File: config.mk
export PLATFORM = sky130hd
export DESIGN_NAME = dq_ctrl
export DESIGN_NICKNAME = d
export VERILOG_FILES = /design/src/hdl/assert_macros.svh /design/src/hdl/dq_pkg.sv /design/src/hdl/dq_ctrl.sv
export SDC_FILE = /design/constraint.sdc
export NUM_CORES = 1
export LEC_CHECK = 0
export ABC_AREA = 1
export BUFFER_PORTS_ARGS = -buffer_cell sky130_fd_sc_hd__buf_2
export CORE_AREA = 2 2 39 41
export CTS_CLUSTER_SIZE = 28
export DETAILED_ROUTE_END_ITERATION = 10
export DIE_AREA = 0 0 41 43
export PLACE_DENSITY = 0.38
export RECOVER_POWER = 25
export SLEW_MARGIN = 20
export SYNTH_ARGS = -nofsm -noshare
export SYNTH_HDL_FRONTEND = slang
export SYNTH_SLANG_ARGS = --single-unit
File: constraint.sdc
create_clock -name clk -period 0.8 [get_ports clk]
set_input_delay 0.04 -clock clk [delete_from_list [all_inputs] [get_ports clk]]
set_output_delay 0.04 -clock clk [all_outputs]
set_load 0.005 [all_outputs]
File: src/hdl/assert_macros.svh
// Assertion macros used by the deque datapath.
`ifndef ASSERT_MACROS_SVH
`define ASSERT_MACROS_SVH

// Property must hold at every edge outside reset.
`define ASSERT_ALWAYS(label, clk, rst, expr) \
  label: assert property (@(posedge clk) disable iff (rst) (expr)) \
    else $error("assertion violated");

// Antecedent implies consequent in the same cycle.
`define ASSERT_IMPLIES(label, clk, rst, ante, cons) \
  label: assert property (@(posedge clk) disable iff (rst) (ante) |-> (cons)) \
    else $error("assertion violated");

// Antecedent implies consequent in the next cycle.
`define ASSERT_NEXT(label, clk, rst, ante, cons) \
  label: assert property (@(posedge clk) disable iff (rst) (ante) |=> (cons)) \
    else $error("assertion violated");

`endif

File: src/hdl/dq_pkg.sv
// Types and codes shared by the deque controller, datapath and top level.
package dq_pkg;

  localparam int OP_W  = 3;
  localparam int VAL_W = 32;
  localparam int POS_W = 10;
  localparam int CNT_W = 11;
  localparam int ST_W  = 2;

  localparam logic [OP_W-1:0] OP_PUSH_FRONT = 3'd0;
  localparam logic [OP_W-1:0] OP_PUSH_BACK  = 3'd1;
  localparam logic [OP_W-1:0] OP_POP_FRONT  = 3'd2;
  localparam logic [OP_W-1:0] OP_POP_BACK   = 3'd3;
  localparam logic [OP_W-1:0] OP_READ       = 3'd4;
  localparam logic [OP_W-1:0] OP_WRITE      = 3'd5;

  localparam logic [ST_W-1:0] ST_OK    = 2'd0;
  localparam logic [ST_W-1:0] ST_EMPTY = 2'd1;
  localparam logic [ST_W-1:0] ST_FULL  = 2'd2;
  localparam logic [ST_W-1:0] ST_RANGE = 2'd3;

  typedef struct packed {
    logic [OP_W-1:0]  op;
    logic [VAL_W-1:0] value;
    logic [POS_W-1:0] position;
  } req_t;

  typedef struct packed {
    logic [VAL_W-1:0] data;
    logic [CNT_W-1:0] count;
    logic [ST_W-1:0]  status;
  } rsp_t;

  // Controller to datapath.
  typedef struct packed {
    logic capture;
    logic exec;
    logic load;
  } dq_cmd_t;

  // Datapath to controller.
  typedef struct packed {
    logic out_hold;
  } dq_sts_t;

endpackage

File: src/hdl/dq_ctrl.sv
// Sequencing state machine for the deque: accept, execute, load result.
module dq_ctrl (
  input  logic            clk,
  input  logic            rst,
  input  logic            req_valid,
  output logic            req_stall,
  input  dq_pkg::dq_sts_t sts,
  output dq_pkg::dq_cmd_t cmd
);

  typedef enum logic [2:0] {
    S_IDLE = 3'b001,
    S_EXEC = 3'b010,
    S_LOAD = 3'b100
  } state_t;

  state_t state;
  state_t state_next;

  always_comb begin
    state_next  = state;
    cmd.capture = 1'b0;
    cmd.exec    = 1'b0;
    cmd.load    = 1'b0;
    unique case (state)
      S_IDLE: begin
        if (req_valid) begin
          cmd.capture = 1'b1;
          state_next  = S_EXEC;
        end
      end
      S_EXEC: begin
        cmd.exec   = 1'b1;
        state_next = S_LOAD;
      end
      S_LOAD: begin
        // wait here while the previous result is still stalled
        if (!sts.out_hold) begin
          cmd.load   = 1'b1;
          state_next = S_IDLE;
        end
      end
      default: state_next = S_IDLE;
    endcase
  end

  assign req_stall = (state != S_IDLE);

  always_ff @(posedge clk) begin
    if (rst) begin
      state <= S_IDLE;
    end else begin
      state <= state_next;
    end
  end

endmodule

---- After elaboration in Yosys (flattened, before gate mapping) ----
Cells that the tools add are included.
storage, ports and cells
  register bits after elaboration ......... 3
  input bits .............................. 4
  output and inout port bits .............. 4
  logic and storage cells ................. 16
cells by class
  equal/unequal tests ..................... 6
  mux-type cells .......................... 8
  reduce and logical (&&, ||, !) cells .... 1
operator list
  operator                                                                  number
  3-bit one-hot mux with 3 select lines                                     1
  3-bit two-way mux                                                         2
  1-bit two-way mux                                                         5
  2-bit inequality test (second input constant)                             2
  3-bit by 1-bit equality test with 1-bit output (second input constant)    1
  3-bit by 2-bit equality test with 1-bit output (second input constant)    1
  3-bit equality test (second input constant)                               1
  3-bit by 1-bit inequality test with 1-bit output (second input constant)  1
  2-bit AND reduction                                                       1

---- Depth between registers and ports, before layout ----
  word-level depth ........................ 3
  mapped depth ............................ 6
  mapped depth without buffers ............ 6

---- Least setup slack after synthesis ----
No wires, ideal clock.
  path kind ............................... reg-to-reg
  from .................................... register state[2]
  to ...................................... register state[0]
  setup time .............................. 0.113 ns
  arrival ................................. 0.676 ns
  required time ........................... 0.687 ns
  path slack .............................. 0.011 ns
  cell stages (with the launch flop) ...... 7
  path buffers ............................ 0
  cells stage by stage .................... dfxtp_1 > inv_2 > nand3_2 > nand2_2 > inv_2 > nand3_2 > nand2_1
on the way
  longest elaborated chain between the ends .. 3
  elaborated cells between the ends (all ways) .. 7
  those cells by class .................... eq/ne: 5; mux: 1; reduce/logical: 1
ends and longest elaborated chain
  what                                                                                   RTL line       source
  start: declaration                                                                     dq_ctrl.sv:17  state_t state;
  start signal: assignment                                                               dq_ctrl.sv:53  state <= state_next;
  3-bit equality test or 3-bit by 1-bit equality test with 1-bit output (tied branches)  dq_ctrl.sv:25  unique case (state)
  2-bit inequality test (no line)                                                        n/a
  2-bit AND reduction (no line)                                                          n/a
Parallel ways exist; a longest one is shown, timed or not.
A chain may end at the register's enable or synchronous reset.

==> parameters.txt <==
Parameter                              Value

Synthesis
  Synth warn    0
  Sequential-to-total area share from yosys stat    0.369
  Yosys reg bits    3
  Number of instances in the synthesized netlist    22
  Unique cell type count in the Yosys netlist    11
  Synthesized area    163 µm²
  Net count after synthesis    26
  Syn Area/Cell    7.39 µm²

Route
  Routed vias    193
  Total detailed-routing wirelength    416 µm
  First DRT Iteration DRCs    2
  Routed met3 length    35 µm
  Max Used Layer    met3
  DR pass1 iterations    2
  Detailed-route wire length on metal 1    169 µm
  Number of routed nets with antenna violations    0
  DRC    0
  Wire length per cell after detailed routing    7.85 µm
  Met2 wire length    211 µm
  Via count normalized by instance count    3.64

STA
  Worst-case hold slack    105 ps
  Worst clock skew    1.47 ps
  Final worst-path cycle share    1.24
  Highest Clock Rate    1000 MHz
  Max_slew headroom    0.883
  Fin crit period    996 ps
  Hold Fails Final Rpt    0
  Max-slew violation count    0
  Slew at the pin closest to its max-slew limit    174 ps
  Worst path setup slack after routing    -196 ps
  Number of failing setup endpoints in the final timing report    6
  Setup repair after global routing missed its margin    true

Power
  Static leakage    0.164 nW
  Worst VDD drop    0.674 mV
  Power per standard cell area    1860 mW/mm²

Global routing
  Antenna violations before repair    0
  Global-route wire length before repair    648 µm
  Maximum number of pins on one net before global-route repair    5
  Combined global-route utilization of all metal layers    0.0611
  Via count of the first global-routing pass    186
  Congestion Overflow GR    0

Status
  Status    finished, violations left
  Failing checks    negative setup slack

CTS
  Clk buf depth    2
  CTS tree    built
  CTS Buf Count    3
  CTS H-tree lvls    1
  Clock Root Buffer    sky130_fd_sc_hd__clkbuf_4
  Worst skew pair latency    230 ps
  Clock Sinks    3
  Clock-pin transition on the worst setup and hold timing paths    40 ps

Cells and area
  Registers with the highest flip-flop counts    state x3
  Area Growth Syn to Fin    102%
  Layout net count    42
  Largest register FFs    3
  Fill cell count    168
  Ratio of cells with drive above 1 in the final layout    0.730
  Post-route insts no fill    53
  Register with the most flip-flops    state
  N_diodes    0
  Final non-filler cell area    328 µm²
  Most frequent standard cell in the layout excluding fill and tap cells    sky130_fd_sc_hd__buf_2
  Leading cell types in the layout, fill and taps excluded    sky130_fd_sc_hd__buf_2 (6), sky130_fd_sc_hd__buf_6 (4), sky130_fd_sc_hd__inv_1 (3), sky130_fd_sc_hd__clkbuf_4 (3)

Critical path
  Data arrival at the endpoint of the critical path    960 ps
  Type of the setup path with the least slack    reg -> out
  Worst Setup End Kind    output port
  Largest fanout on the critical path    4
  Required time of the critical path    760 ps
  Startpoint type of the worst setup path    flop

Flow run
  Number of violations of the max-capacitance limit    0

Placed design
  Global placer's final weighted congestion    0.634
  Post-placement worst setup slack    -25.7 ps
  IO Port Bufs    7
  Placed instance count    45
  Cell area reported after detailed placement    218 µm²

Die
  Vertical die dimension    43 µm
  Total number of placement rows    14
  Area enclosed by the die boundary    0.00176 mm²
  Die outline width    41 µm
  Initial core utilization    0.118
  Placeable core region    0.00138 mm²
  Io pins    8

Hold path
  Hold crit path type    in -> reg
==> critical path, stage by stage (launching register included) <==
cell                      delay [ps]
sky130_fd_sc_hd__dfxtp_4         350
sky130_fd_sc_hd__nor4_2          220
sky130_fd_sc_hd__buf_2           140
==> routing by layer <==
layer / GRT usage / vias to the layer above
li1: - / 101
met2: 0.0844 / 5
met3: 0.0628 / 0
met5: 0 / -
met1: 0.0511 / 87
met4: 0.0400 / 0
==> what timing repair did <==
action | in CTS | in global routing
buffers inserted | 1 | 2
gates cloned | 0 | 0
hold buffers | 1 | 0
resized for setup | 7 | 10
hold endpoints to repair | 1 | 0
pin swaps | 2 | 2
endpoints found under the setup margin | 5 | 7
==> final timing paths <==
check                                           start                    end  slack, ps  cells past startpoint
worst max register to register  state[1]$_SDFFE_PP0P_  state[0]$_SDFFE_PP1P_       -120                      6
worst max-delay path            state[0]$_SDFFE_PP1P_                 cmd[0]       -200                      2
worst min register to register  state[0]$_SDFFE_PP1P_  state[1]$_SDFFE_PP0P_        550                      2
worst min-delay path                        req_valid  state[1]$_SDFFE_PP0P_        100                      3
==> cell usage after synthesis <==
library cell | number | area (µm²)
sky130_fd_sc_hd__a21oi_1 | 1 | 5.00
sky130_fd_sc_hd__nor2_1 | 2 | 7.51
sky130_fd_sc_hd__inv_2 | 3 | 11.3
sky130_fd_sc_hd__nand2_1 | 1 | 3.75
sky130_fd_sc_hd__inv_1 | 4 | 15.0
sky130_fd_sc_hd__nor4_1 | 1 | 6.26
sky130_fd_sc_hd__nor3_1 | 1 | 5.00
sky130_fd_sc_hd__nand4_1 | 2 | 12.5
sky130_fd_sc_hd__nand3_2 | 3 | 30.0
sky130_fd_sc_hd__nand2_2 | 1 | 6.26
sky130_fd_sc_hd__dfxtp_1 | 3 | 60.1
==> layout make-up <==
type	count	area, µm²	share of cell area
flip-flops and latches	3	68.8	0.210
repair buffers	11	85.1	0.260
clock buffers	4	26.3	0.0802
well taps	16	20.0	0.0611
inverters	7	31.3	0.0954
multi-input cells	12	96.3	0.294
==> cells by family after synthesis <==
logic type	after synthesis	synth area share
buffers and inverters	7	0.162
flip-flops	3	0.369
AO/OA/AOI/OAI	1	0.0307
AND/OR/NAND/NOR	11	0.438
==> per-stage QoR <==
stage,util,setup TNS [ps],power (mW)
floorplan,-,0,0.241
global placement,0.157,-37.1,0.277
detailed placement,0.157,-26.4,0.276
CTS,0.202,-781,0.575
global route,0.237,-1070,0.663
finish,0.237,-719,0.610
==> where the power goes <==
group / switching (mW) / internal (mW) / total [mW]
Combinational: 0.0698 / 0.0903 / 0.160
Clock: 0.0790 / 0.187 / 0.266
Sequential: 0.0195 / 0.164 / 0.184
Power figures use the tool's default switching activity.
